--- src/rtl/core/cwfm_pkg.sv ---
`default_nettype none
package cwfm_pkg;

  // Field widths
  localparam int CAP_W      = 16;
  localparam int TICK_W     = 24;
  localparam int SCALE_W    = 16;
  localparam int OUT_W      = 34;
  localparam int FRAC_W     = 8;
  localparam int CFG_IDX_W  = 2;
  localparam int CFG_DATA_W = 24;

  // Saturated output value
  localparam logic [OUT_W-1:0] OUT_MAX = {OUT_W{1'b1}};

  // Register indexes
  localparam logic [CFG_IDX_W-1:0] CFG_TICK_RATE = 2'd0;
  localparam logic [CFG_IDX_W-1:0] CFG_MPS_SCALE = 2'd1;
  localparam logic [CFG_IDX_W-1:0] CFG_MPH_SCALE = 2'd2;

  // Register reset values
  localparam logic [TICK_W-1:0]  TICK_RATE_RST = 24'd93750;
  localparam logic [SCALE_W-1:0] MPS_SCALE_RST = 16'd6423;
  localparam logic [SCALE_W-1:0] MPH_SCALE_RST = 16'd14367;

  typedef enum logic [2:0] {
    ST_IDLE,
    ST_SUM,
    ST_SHIFT,
    ST_DIVIDE,
    ST_SCALE_MPS,
    ST_SCALE_MPH,
    ST_DELIVER
  } cwfm_state_t;

  // Controller to datapath
  typedef struct packed {
    logic start;
    logic sum_step;
    logic shift_in;
    logic div_init;
    logic div_step;
    logic scale_mps;
    logic scale_mph;
    logic load_out;
  } cwfm_cmd_t;

  // Datapath to controller
  typedef struct packed {
    logic hist_full;
    logic sum_last;
    logic sum_zero;
    logic div_last;
    logic out_free;
  } cwfm_stat_t;

endpackage
`default_nettype wire

--- src/rtl/core/cwfm_capture_if.sv ---
`default_nettype none
interface cwfm_capture_if;
  import cwfm_pkg::*;

  logic             valid;
  logic             ready;
  logic [CAP_W-1:0] capture_count;

  modport source (output valid, output capture_count, input ready);
  modport sink   (input valid, input capture_count, output ready);
endinterface
`default_nettype wire

--- src/rtl/core/cwfm_result_if.sv ---
`default_nettype none
interface cwfm_result_if;
  import cwfm_pkg::*;

  logic             valid;
  logic             ready;
  logic [OUT_W-1:0] frequency_q8;
  logic [OUT_W-1:0] speed_mps_q8;
  logic [OUT_W-1:0] speed_mph_q8;
  logic             zero_period;

  modport source (output valid, output frequency_q8, output speed_mps_q8,
                  output speed_mph_q8, output zero_period, input ready);
  modport sink   (input valid, input frequency_q8, input speed_mps_q8,
                  input speed_mph_q8, input zero_period, output ready);
endinterface
`default_nettype wire

--- src/rtl/core/cwfm_ctrl.sv ---
`default_nettype none
module cwfm_ctrl (
  input  wire logic                 clk,
  input  wire logic                 rst,
  input  wire logic                 in_valid,
  output logic                      in_ready,
  input  wire cwfm_pkg::cwfm_stat_t stat,
  output cwfm_pkg::cwfm_cmd_t       cmd
);
  import cwfm_pkg::*;

  cwfm_state_t state, state_next;

  // State register
  always_ff @(posedge clk) begin
    if (rst) begin
      state <= ST_IDLE;
    end else begin
      state <= state_next;
    end
  end

  // Next state and commands
  always_comb begin
    state_next = state;
    cmd        = '0;
    in_ready   = 1'b0;
    case (state)
      ST_IDLE: begin
        in_ready = 1'b1;
        if (in_valid) begin
          cmd.start  = 1'b1;
          state_next = stat.hist_full ? ST_SUM : ST_SHIFT;
        end
      end
      ST_SUM: begin
        cmd.sum_step = 1'b1;
        if (stat.sum_last) state_next = ST_SHIFT;
      end
      ST_SHIFT: begin
        cmd.shift_in = 1'b1;
        if (!stat.hist_full) begin
          state_next = ST_IDLE;
        end else if (stat.sum_zero) begin
          state_next = ST_DELIVER;
        end else begin
          cmd.div_init = 1'b1;
          state_next   = ST_DIVIDE;
        end
      end
      ST_DIVIDE: begin
        cmd.div_step = 1'b1;
        if (stat.div_last) state_next = ST_SCALE_MPS;
      end
      ST_SCALE_MPS: begin
        cmd.scale_mps = 1'b1;
        state_next    = ST_SCALE_MPH;
      end
      ST_SCALE_MPH: begin
        cmd.scale_mph = 1'b1;
        state_next    = ST_DELIVER;
      end
      ST_DELIVER: begin
        if (stat.out_free) begin
          cmd.load_out = 1'b1;
          state_next   = ST_IDLE;
        end
      end
      default: begin
        state_next = ST_IDLE;
      end
    endcase
  end

endmodule
`default_nettype wire

--- src/rtl/core/cwfm_dpath.sv ---
`default_nettype none
module cwfm_dpath #(
  parameter int WINDOW = 5
) (
  input  wire logic                           clk,
  input  wire logic                           rst,
  input  wire logic                           cfg_we,
  input  wire logic [cwfm_pkg::CFG_IDX_W-1:0]  cfg_index,
  input  wire logic [cwfm_pkg::CFG_DATA_W-1:0] cfg_data,
  input  wire logic [cwfm_pkg::CAP_W-1:0]     capture_count,
  input  wire cwfm_pkg::cwfm_cmd_t            cmd,
  output cwfm_pkg::cwfm_stat_t                stat,
  output logic                                out_valid,
  input  wire logic                           out_ready,
  output logic [cwfm_pkg::OUT_W-1:0]          frequency_q8,
  output logic [cwfm_pkg::OUT_W-1:0]          speed_mps_q8,
  output logic [cwfm_pkg::OUT_W-1:0]          speed_mph_q8,
  output logic                                zero_period
);
  import cwfm_pkg::*;

  localparam int HIST_LEN = WINDOW - 1;
  localparam int FILL_W   = $clog2(WINDOW);
  localparam int SUM_W    = CAP_W + $clog2(WINDOW);
  localparam int MULT_W   = TICK_W + $clog2(WINDOW);
  localparam int NUM_W    = MULT_W + FRAC_W;
  localparam int CNT_W    = $clog2(NUM_W);
  localparam int QX_W     = (NUM_W > OUT_W) ? NUM_W : OUT_W;
  localparam int PROD_W   = OUT_W + SCALE_W;

  logic [TICK_W-1:0]  tick_rate;
  logic [SCALE_W-1:0] mps_scale;
  logic [SCALE_W-1:0] mph_scale;

  logic [CAP_W-1:0]  hist [HIST_LEN];
  logic [FILL_W-1:0] fill_count;
  logic [CAP_W-1:0]  cur;
  logic [CAP_W-1:0]  prev;
  logic [SUM_W-1:0]  sum;
  logic [CNT_W-1:0]  step;
  logic [SUM_W-1:0]  rem;
  logic [NUM_W-1:0]  quo;
  logic [PROD_W-1:0] prod;
  logic [OUT_W-1:0]  speed_mps;

  logic [CAP_W-1:0]  diff;
  logic [MULT_W-1:0] tick_prod;
  logic [SUM_W+1:0]  trial;
  logic [QX_W-1:0]   quo_ext;
  logic [OUT_W-1:0]  freq;
  logic              hist_full;

  // Configuration registers
  always_ff @(posedge clk) begin
    if (rst) begin
      tick_rate <= TICK_RATE_RST;
      mps_scale <= MPS_SCALE_RST;
      mph_scale <= MPH_SCALE_RST;
    end else if (cfg_we) begin
      case (cfg_index)
        CFG_TICK_RATE: tick_rate <= cfg_data[TICK_W-1:0];
        CFG_MPS_SCALE: mps_scale <= cfg_data[SCALE_W-1:0];
        CFG_MPH_SCALE: mph_scale <= cfg_data[SCALE_W-1:0];
        default: ;
      endcase
    end
  end

  assign hist_full = (fill_count == FILL_W'(HIST_LEN));

  // History: rotates once around while summing, then takes the new count
  always_ff @(posedge clk) begin
    if (rst) begin
      for (int k = 0; k < HIST_LEN; k++) hist[k] <= '0;
      fill_count <= '0;
    end else if (cmd.sum_step) begin
      for (int k = 0; k < HIST_LEN - 1; k++) hist[k] <= hist[k+1];
      hist[HIST_LEN-1] <= hist[0];
    end else if (cmd.shift_in) begin
      for (int k = 1; k < HIST_LEN; k++) hist[k] <= hist[k-1];
      hist[0] <= cur;
      if (!hist_full) fill_count <= fill_count + 1'b1;
    end
  end

  // Absolute difference of neighbors
  assign diff = (prev >= hist[0]) ? (prev - hist[0]) : (hist[0] - prev);

  // Numerator of the division: (WINDOW-1) * tick_rate, then Q.8
  assign tick_prod = MULT_W'(tick_rate) * MULT_W'(HIST_LEN);

  // Restoring division trial subtract
  assign trial = {1'b0, rem, quo[NUM_W-1]} - {2'b00, sum};

  // Saturate quotient to the output width
  assign quo_ext = QX_W'(quo);
  assign freq    = (quo_ext > QX_W'(OUT_MAX)) ? OUT_MAX : quo_ext[OUT_W-1:0];

  // Sum, divider and scaling datapath
  always_ff @(posedge clk) begin
    if (cmd.start) begin
      cur  <= capture_count;
      prev <= capture_count;
      sum  <= '0;
      step <= '0;
    end else if (cmd.sum_step) begin
      sum  <= sum + SUM_W'(diff);
      prev <= hist[0];
      step <= step + 1'b1;
    end else if (cmd.div_init) begin
      quo  <= {tick_prod, {FRAC_W{1'b0}}};
      rem  <= '0;
      step <= '0;
    end else if (cmd.div_step) begin
      if (!trial[SUM_W+1]) rem <= trial[SUM_W-1:0];
      else                 rem <= {rem[SUM_W-2:0], quo[NUM_W-1]};
      quo  <= {quo[NUM_W-2:0], ~trial[SUM_W+1]};
      step <= step + 1'b1;
    end else if (cmd.scale_mps) begin
      prod <= PROD_W'(freq) * PROD_W'(mps_scale);
    end else if (cmd.scale_mph) begin
      speed_mps <= prod[PROD_W-1:SCALE_W];
      prod      <= PROD_W'(freq) * PROD_W'(mph_scale);
    end
  end

  // Output register
  always_ff @(posedge clk) begin
    if (rst) begin
      out_valid <= 1'b0;
    end else if (cmd.load_out) begin
      out_valid <= 1'b1;
    end else if (out_ready) begin
      out_valid <= 1'b0;
    end
  end

  always_ff @(posedge clk) begin
    if (cmd.load_out) begin
      zero_period <= stat.sum_zero;
      if (stat.sum_zero) begin
        frequency_q8 <= OUT_MAX;
        speed_mps_q8 <= OUT_MAX;
        speed_mph_q8 <= OUT_MAX;
      end else begin
        frequency_q8 <= freq;
        speed_mps_q8 <= speed_mps;
        speed_mph_q8 <= prod[PROD_W-1:SCALE_W];
      end
    end
  end

  // Status
  always_comb begin
    stat.hist_full = hist_full;
    stat.sum_last  = (step == CNT_W'(HIST_LEN - 1));
    stat.sum_zero  = (sum == '0);
    stat.div_last  = (step == CNT_W'(NUM_W - 1));
    stat.out_free  = !out_valid || out_ready;
  end

endmodule
`default_nettype wire

--- src/rtl/core/capture_window_frequency_meter.sv ---
`default_nettype none
// Channel   Dir  Beat contents
// capture   in   capture_count[15:0]
// result    out  frequency_q8[33:0], speed_mps_q8[33:0], speed_mph_q8[33:0], zero_period
// cfg       in   cfg_we, cfg_index[1:0], cfg_data[23:0] (write only)
//
// Warm-up captures (first WINDOW-1) only shift into the history and give no result.
// Later captures run through summing, history shift, the divider, mps and mph scaling and delivery;
// the restoring divider produces one quotient bit per cycle.
// A zero difference sum skips the divider and scaling.
// Synchronous reset clears history, fill count and loads default registers.
// The result sits in an output register; a new capture is taken while it waits.
module capture_window_frequency_meter #(
  parameter int WINDOW = 5
) (
  input  wire logic                           clk,
  input  wire logic                           rst,
  input  wire logic                           cfg_we,
  input  wire logic [cwfm_pkg::CFG_IDX_W-1:0]  cfg_index,
  input  wire logic [cwfm_pkg::CFG_DATA_W-1:0] cfg_data,
  cwfm_capture_if.sink                        capture,
  cwfm_result_if.source                       result
);
  import cwfm_pkg::*;

  cwfm_cmd_t  cmd;
  cwfm_stat_t stat;

  cwfm_ctrl u_ctrl (
    .clk      (clk),
    .rst      (rst),
    .in_valid (capture.valid),
    .in_ready (capture.ready),
    .stat     (stat),
    .cmd      (cmd)
  );

  cwfm_dpath #(
    .WINDOW (WINDOW)
  ) u_dpath (
    .clk           (clk),
    .rst           (rst),
    .cfg_we        (cfg_we),
    .cfg_index     (cfg_index),
    .cfg_data      (cfg_data),
    .capture_count (capture.capture_count),
    .cmd           (cmd),
    .stat          (stat),
    .out_valid     (result.valid),
    .out_ready     (result.ready),
    .frequency_q8  (result.frequency_q8),
    .speed_mps_q8  (result.speed_mps_q8),
    .speed_mph_q8  (result.speed_mph_q8),
    .zero_period   (result.zero_period)
  );

endmodule
`default_nettype wire

--- src/flat_wrapper.sv ---
// flat-port wrapper written by rule: the top's interface ports become plain ports
module capture_window_frequency_meter_flat import cwfm_pkg::*;
#(
  parameter int WINDOW = 5
)
  (clk, rst, cfg_we, cfg_index, cfg_data, capture_valid, capture_capture_count, capture_ready, result_valid, result_frequency_q8, result_speed_mps_q8, result_speed_mph_q8, result_zero_period, result_ready);
  cwfm_capture_if capture_i ();
  cwfm_result_if result_i ();
  input  wire logic clk;
  input  wire logic rst;
  input  wire logic cfg_we;
  input  wire logic [cwfm_pkg::CFG_IDX_W-1:0] cfg_index;
  input  wire logic [cwfm_pkg::CFG_DATA_W-1:0] cfg_data;
  input wire logic [$bits(capture_i.valid)-1:0] capture_valid;
  input wire logic [$bits(capture_i.capture_count)-1:0] capture_capture_count;
  output wire logic [$bits(capture_i.ready)-1:0] capture_ready;
  output wire logic [$bits(result_i.valid)-1:0] result_valid;
  output wire logic [$bits(result_i.frequency_q8)-1:0] result_frequency_q8;
  output wire logic [$bits(result_i.speed_mps_q8)-1:0] result_speed_mps_q8;
  output wire logic [$bits(result_i.speed_mph_q8)-1:0] result_speed_mph_q8;
  output wire logic [$bits(result_i.zero_period)-1:0] result_zero_period;
  input wire logic [$bits(result_i.ready)-1:0] result_ready;
  assign capture_i.valid = capture_valid;
  assign capture_i.capture_count = capture_capture_count;
  assign capture_ready = capture_i.ready;
  assign result_valid = result_i.valid;
  assign result_frequency_q8 = result_i.frequency_q8;
  assign result_speed_mps_q8 = result_i.speed_mps_q8;
  assign result_speed_mph_q8 = result_i.speed_mph_q8;
  assign result_zero_period = result_i.zero_period;
  assign result_i.ready = result_ready;
  capture_window_frequency_meter #(.WINDOW(WINDOW)) u_core (.clk(clk), .rst(rst), .cfg_we(cfg_we), .cfg_index(cfg_index), .cfg_data(cfg_data), .capture(capture_i), .result(result_i));
endmodule
--- config.mk ---
export PLATFORM = sky130hd
export DESIGN_NAME = capture_window_frequency_meter_flat
export DESIGN_NICKNAME = d
export VERILOG_FILES = /design/src/rtl/core/cwfm_pkg.sv /design/src/rtl/core/cwfm_capture_if.sv /design/src/rtl/core/cwfm_result_if.sv /design/src/rtl/core/cwfm_ctrl.sv /design/src/rtl/core/cwfm_dpath.sv /design/src/rtl/core/capture_window_frequency_meter.sv /design/src/flat_wrapper.sv
export SDC_FILE = /design/constraint.sdc
export NUM_CORES = 2
export LEC_CHECK = 0
export ABC_CLOCK_PERIOD_IN_PS = 11700
export BUFFER_PORTS_ARGS = -buffer_cell sky130_fd_sc_hd__buf_2
export CORE_MARGIN = 3
export CORE_UTILIZATION = 60
export DETAILED_ROUTE_END_ITERATION = 7
export PLACE_DENSITY = 0.8
export REMOVE_ABC_BUFFERS = 1
export SLEW_MARGIN = 5
export SYNTH_ARGS = -nofsm -noshare
export SYNTH_HDL_FRONTEND = slang
export SYNTH_HIERARCHICAL = 1
export SYNTH_SLANG_ARGS = --single-unit
--- constraint.sdc ---
create_clock -name clk -period 11.7 [get_ports clk]
set_input_delay 0.585 -clock clk [delete_from_list [all_inputs] [get_ports clk]]
set_output_delay 0.585 -clock clk [all_outputs]
set_load 0.05 [all_outputs]
# == After elaboration in Yosys (flattened, before gate mapping) ==
# Memories as Yosys holds them, arrays and structs flattened.
# Cells that the tools add are included.
# op_classes
add_sub_neg,6
multipliers,2
div_mod_pow,0
n_lt_le_gt_ge,2
eq_ne,15
shift,0
n_mux,52
n_bitwise,15
n_reduce_logical,18
# ops
cell,n
two-way mux 16 bit,11
multiplier 34 x 16 -> 50 bit,2
two-way mux 50 bit,2
two-way mux 34 bit,2
two-way mux 19 bit,2
greater-than comparator 35 x 34 -> 1 bit (second input constant),1
two-way mux 35 bit,1
subtractor 16 bit,2
two-way mux 1 bit,22
one-hot mux 3 bit (7 select lines),1
subtractor 20 x 19 -> 21 bit,1
adder 19 x 16 -> 19 bit,1
logical NOT 19 bit,1
two-way mux 3 bit,6
two-way mux 6 bit,3
greater-or-equal comparator 16 bit,1
== test 3 bit (second input constant),4
OR 1 bit,8
nonzero test 2 bit,4
inverter 1 bit,7
adder 6 x 1 -> 6 bit (second input constant),1
== test 3 x 2 -> 1 bit (second input constant),2
== test 6 x 2 -> 1 bit (second input constant),1
== test 6 bit (second input constant),1
17 further kinds,23
# word_totals
reg_bits,361
latch_bits,0
ram_bits,64
mem_bits_ro,0
output_inout_bits,105
mem_count,1
# mem_list
memory,depth,word_bits,read_ports,rd_ports_with_merged_regs,wr,line,source
u_core.u_dpath.hist,4,16,4,0,4,cwfm_dpath.sv:35,logic [CAP_W-1:0] hist [HIST_LEN];

# == Logic depth before layout (Yosys ltp) ==
# logic_depth
ltp_word,9
depth_mapped,28
depth_no_buf,24

# == By module ==
# The synthesis kept the hierarchy.
# by_module_without_submodules
mod,n_inst,cells_each,area_per_inst_um2
cwfm_dpath,1,5414,51899.8
cwfm_ctrl,1,39,310.3

# == Least setup slack after synthesis ==
# Ideal clock, no wire load.
# synth_timing
kind,input -> register
start,input port result_ready
end,register u_core/u_dpath/frequency_q8[0] (netlist bit) (enable)
setup_time_ps,694
arrival_time_ps,7783
slack_ps,3223
path_stages,3
path_buffers,0
cell_sequence,nand2b_1 nand2_1 nor3_1
# synth_rtl
item,line,source
from (decl),flat_wrapper.sv:22,input wire logic [$bits(result_i.ready)-1:0] result_ready;
to (signal assigned),cwfm_dpath.sv:146,frequency_q8 <= freq;
to (decl),cwfm_dpath.sv:15,"output logic [cwfm_pkg::OUT_W-1:0] frequency_q8,"

# == Worst setup path in the final report ==
# layout_timing
start,register u_core.u_dpath.quo[34]
end,register u_core.u_dpath.prod[48] (data pin)
# layout_via
elab_chain_cells,5
word_cells_on_any_way,6
cone_classes,mul: 2; order compare: 1; mux: 3
# layout_lines
item,line,source
from (decl),cwfm_dpath.sv:42,logic [NUM_W-1:0] quo;
from (signal assigned),cwfm_dpath.sv:111,"quo <= {tick_prod, {FRAC_W{1'b0}}};"
from (signal assigned),cwfm_dpath.sv:117,"quo <= {quo[NUM_W-2:0], ~trial[SUM_W+1]};"
greater-than comparator 35 x 34 -> 1 bit *,cwfm_dpath.sv:97,assign freq = (quo_ext > QX_W'(OUT_MAX)) ? OUT_MAX : quo_ext[OUT_W-1:0];
two-way mux 34 bit *,cwfm_dpath.sv:97,
multiplier 34 x 16 -> 50 bit,cwfm_dpath.sv:123,prod <= PROD_W'(freq) * PROD_W'(mph_scale);
two-way mux 50 bit,cwfm_dpath.sv:121,end else if (cmd.scale_mph) begin
two-way mux 50 bit *,cwfm_dpath.sv:119,end else if (cmd.scale_mps) begin
to (signal assigned),cwfm_dpath.sv:120,prod <= PROD_W'(freq) * PROD_W'(mps_scale);
to (signal assigned),cwfm_dpath.sv:123,
to (decl),cwfm_dpath.sv:43,logic [PROD_W-1:0] prod;
# Every way passes the cells marked *; elsewhere a longest branch is shown, timed or not. The select of a mux whose other input is x is not followed.
# A chain may end at the register's enable or synchronous reset.

==> results.py <==
metrics = {
    "drt": {
        "vias": 38200,
        "detail-route-antenna-nets": 0,
        "drcViolationCount": 0,
        "drt-initial-drc-count": 3384,
        "drt_first_pass_iters": 6,
        "vias_per_cell": 5.85,
        "wl_per_cell_um": 20.8,
        "routed_wl_mm": 136,
    },
    "cts": {
        "cts_sinks": 409,
        "clk_latency_ns": 0.59,
        "post_cts_buffers": 0,
        "cts_tree": "done",
        "cts_resized": 0,
        "postCtsHoldBufs": 0,
        "clk_path_buf_depth": 3,
        "cts_root_buf": "clkbuf_16",
        "htree_levels": 2,
        "cts_buffers": 42,
        "cts.clk_slew.worst_paths_ns": 0.07,
    },
    "die": {
        "start_util_pct": 60.9,
        "die_h_um": 301,
        "row_count": 107,
        "dieArea_um2": 90600,
        "core_area_um2": 85700,
        "die_w_um": 301,
        "io-pin-count": 152,
    },
    "power_and_ir_drop": {
        "ir_drop_uv": 489,
        "p_leak_uw": 0.0261,
        "switching_share_pct": 54.3,
        "internal-power_uw": 7300,
        "seqPwrFrac_pct": 12.1,
        "p_clk_share_pct": 8.7,
        "p_sw_uw": 8690,
        "powerDensity_nw_per_um2": 291,
        "p_comb_share_pct": 79.2,
    },
    "worst_setup_path": {
        "crit_path_end_kind": "flip-flop",
        "crit_slowest_cell": "or2_2",
        "crit_required_ns": 12.02,
        "critical_path.most_common_cell": "fa_1",
        "critPathBufInv": 4,
        "crit_family": "adder cells",
        "crit_path_cell_trace": "buf_4 > or2_2 > nand2_1 > fa_1 > inv_1 > fa_1 > fa_1 > fa_1 > fa_1 > inv_1 > fa_1 > inv_1 > ha_1 > a21oi_1 > o21ai_0 > a211oi_1 > a21oi_1 > a21oi_1 > o21ai_1 > a21boi_0 > mux2i_1 > or3_1",
        "worstPathMaxFanout": 37,
        "startpoint_type": "flip-flop",
        "crit_type": "flip-flop to flip-flop",
        "worstPathArrival_ns": 8.73,
        "cpPeakStageDelay_ns": 0.77,
    },
    "timing": {
        "fmax_ghz": 0.119,
        "hold_slack_ns": 0.204,
        "fin_skew_ns": 0.0308,
        "tightest_slew_ns": 1.34,
        "hold_viol": 0,
        "drv_slew": 0,
        "timing.final.crit_period_ns": 8.41,
        "setup-violations-final": 0,
        "slew_headroom_pct": 10.9,
        "rsz0062_at_grt": "false",
        "setup_tns_ns": 0,
        "fin_crit_sh_pct": 71.9,
    },
    "finish": {
        "final_layout_size_suffix_gt1_share_pct": 6.89,
        "nets": 6600,
        "fin_cells": 6533,
        "final_util_pct": 64.1,
        "syn2layout_area_growth_pct": 5.20,
    },
    "synthesis": {
        "synthesis.area_um2": 52200,
        "yosys.area.top_type": "fa_1",
        "synth_flop_cell": "edfxtp_1",
        "netlist_instances": 5453,
        "avgSynthCellArea_um2": 9.57,
        "synth-seq-area-share_pct": 21.8,
        "yosysWarnings": 6,
        "synth_top_area_share_pct": 34.3,
        "async_reset_ff_share_pct": 0,
        "ys_types": 84,
        "synth_edf_count": 321,
        "synth_area_leaders": "fa_1 (34%), edfxtp_1 (18%), ha_1 (7.4%), inv_1 (7.3%), nand2_1 (6.1%)",
        "ys_ff_latch": 409,
    },
    "grt": {
        "grt_pass1_wl_mm": 219,
        "grt-ovfl-total": 0,
        "grt_usage_pct": 30.9,
        "antenna_found_initial": 8,
        "grt_max_degree": 98,
        "first_global_vias": 40400,
    },
    "run_status": {
        "status": "complete, no violations",
    },
    "place": {
        "placed_cells": 6451,
        "portBuffers": 151,
        "finalWeightedCongestion": 0.933,
        "dp_hpwl_mm": 95.5,
    },
    "min_path": {
        "hp-class": "input port to flip-flop",
    },
    "flow_run": {
        "maxCapViolations": 0,
    },
}
final timing paths:
| path | from | endpoint | slack (ns) | cells after the start |
|---|---|---|---|---|
| setup reg to reg | u_core/u_dpath/quo[34]$_SDFFCE_PP0P_ | u_core/u_dpath/prod[48]$_DFFE_PP_ | 3.29 | 22 |
| hold / removal | capture_capture_count[3] | u_core/u_dpath/cur[3]$_DFFE_PP_ | 0.20 | 1 |
| hold reg to reg | u_core/u_dpath/prod[41]$_DFFE_PP_ | u_core/u_dpath/speed_mps[25]$_DFFE_PP_ | 0.44 | 0 |
| setup / recovery | u_core/u_dpath/quo[34]$_SDFFCE_PP0P_ | u_core/u_dpath/prod[48]$_DFFE_PP_ | 3.29 | 22 |
stage by stage:
| step | instance area [um2] | setup WS [ns] | total power (uW) |
|---|---|---|---|
| global placement | 53500 | 3.57 | 13900 |
| global route | 54900 | 3.04 | 17400 |
| floorplan | 50900 | 3.21 | 10200 |
| detailed placement | 53500 | 3.42 | 14200 |
| CTS | 54900 | 3.36 | 15600 |
| finish | 54900 | 3.29 | 16000 |
sequential cells by signal, indices dropped and copies added (netlist names), 16 cells and up:
name                         flops
u_core/u_dpath/speed_mph_q8     34
u_core/u_dpath/prod             34
u_core/u_dpath/mph_scale        16
u_core/u_dpath/speed_mps_q8     34
u_core/u_dpath/cur              16
u_core/u_dpath/mps_scale        16
u_core/u_dpath/hist             64
u_core/u_dpath/quo              35
u_core/u_dpath/prev             16
u_core/u_dpath/tick_rate        24
u_core/u_dpath/sum              19
u_core/u_dpath/frequency_q8     34
u_core/u_dpath/speed_mps        34
u_core/u_dpath/rem              19
cells in the mapped netlist, types with 7 or more instances:
cell type and number:
inv_1 1021, fa_1 894, nand2_1 849, and2_1 447, edfxtp_1 321, clkbuf_1 316
ha_1 308, a21oi_1 158, nand2b_1 117, nor2_1 106, o21ai_0 95, dfxtp_1 88
a21o_1 66, a22o_1 64, xnor2_1 52, nand3_1 43, xor2_1 43, or2_2 35
nor2b_1 31, mux2i_1 30, nand3b_1 29, mux2_2 27, nor3_1 27, a211oi_1 23
and3_1 23, or3_1 20, a31oi_1 18, o211ai_1 15, o21a_1 13, buf_1 11
buf_2 11, a211o_1 10, nor4_1 10, and4_1 8, nand4_1 7, nor3b_1 7
o21bai_1 7
layer usage:
| layer | up-vias | GRT usage, % | routed length, um |
|---|---|---|---|
| met1 | 19100 | 41.4 | 52900 |
| met2 | 2132 | 48.3 | 61400 |
| met4 | 2 | 11.6 | 5650 |
| li1 | 16600 | - | - |
| met3 | 427 | 8.43 | 16100 |
| met5 | - | 0 | 13 |
power groups by stage:
stage	Clock [uW]	Combinational (uW)	Sequential (uW)
2_1_floorplan	0	8290	1950
3_3_place_gp	0	11900	1960
3_5_place_dp	0	12200	1960
4_1_cts	1410	12300	1930
5_1_grt	1460	14000	1940
6_report	1390	12700	1940
layout make-up:
class	count	area [um2]
Antenna cell	7	17.5
Clock buffer	52	1130
Clock inverter	23	269
Fill cell	6726	30800
Inverter	1022	3840
Multi-Input combinational cell	3681	35700
Sequential cell	409	11400
Tap cell	1144	1430
Timing Repair Buffer	195	1090
worst reg2reg max path: stages, from the launching register on:
cell and delay (ns):
edfxtp_1 0.33, buf_4 0.30, or2_2 0.79, nand2_1 0.21, fa_1 0.58, inv_1 0.06
fa_1 0.49, fa_1 0.59, fa_1 0.44, fa_1 0.49, inv_1 0.05, fa_1 0.47
inv_1 0.05, ha_1 0.34, a21oi_1 0.17, o21ai_0 0.14, a211oi_1 0.41, a21oi_1 0.27
a21oi_1 0.66, o21ai_1 0.28, a21boi_0 0.48, mux2i_1 0.15, or3_1 0.38
logic make-up (layout without fill, tap and decap cells):
family	Yosys count	after routing	share of synthesized area [%]
AOI/OAI and AO/OA	546	546	7.00
xor gates and xnor gates	95	95	1.59
adders and majority gates	1202	1202	41.7
buffers and inverters	1363	1292	9.85
DFF	409	409	21.8
muxes	57	57	1.16
other	0	7	0
and+or+nand+nor	1781	1781	16.9
placed cells by master, fill, tap and decap left out, drive strengths merged, types with 29 or more instances in the layout:
cell type / Yosys / layout
a21o: 66 / 66
a21oi: 158 / 158
a22o: 64 / 64
and2: 448 / 448
buf: 25 / 195
clkbuf: 316 / 52
dfxtp: 88 / 88
edfxtp: 321 / 321
fa: 894 / 894
ha: 308 / 308
inv: 1021 / 1024
mux2i: 30 / 30
nand2: 849 / 849
nand2b: 117 / 117
nand3: 43 / 43
nand3b: 29 / 29
nor2: 106 / 106
nor2b: 31 / 31
nor3: 29 / 29
o21ai: 100 / 100
or2: 35 / 35
xnor2: 52 / 52
xor2: 43 / 43
(Power assumes the default switching activity.)
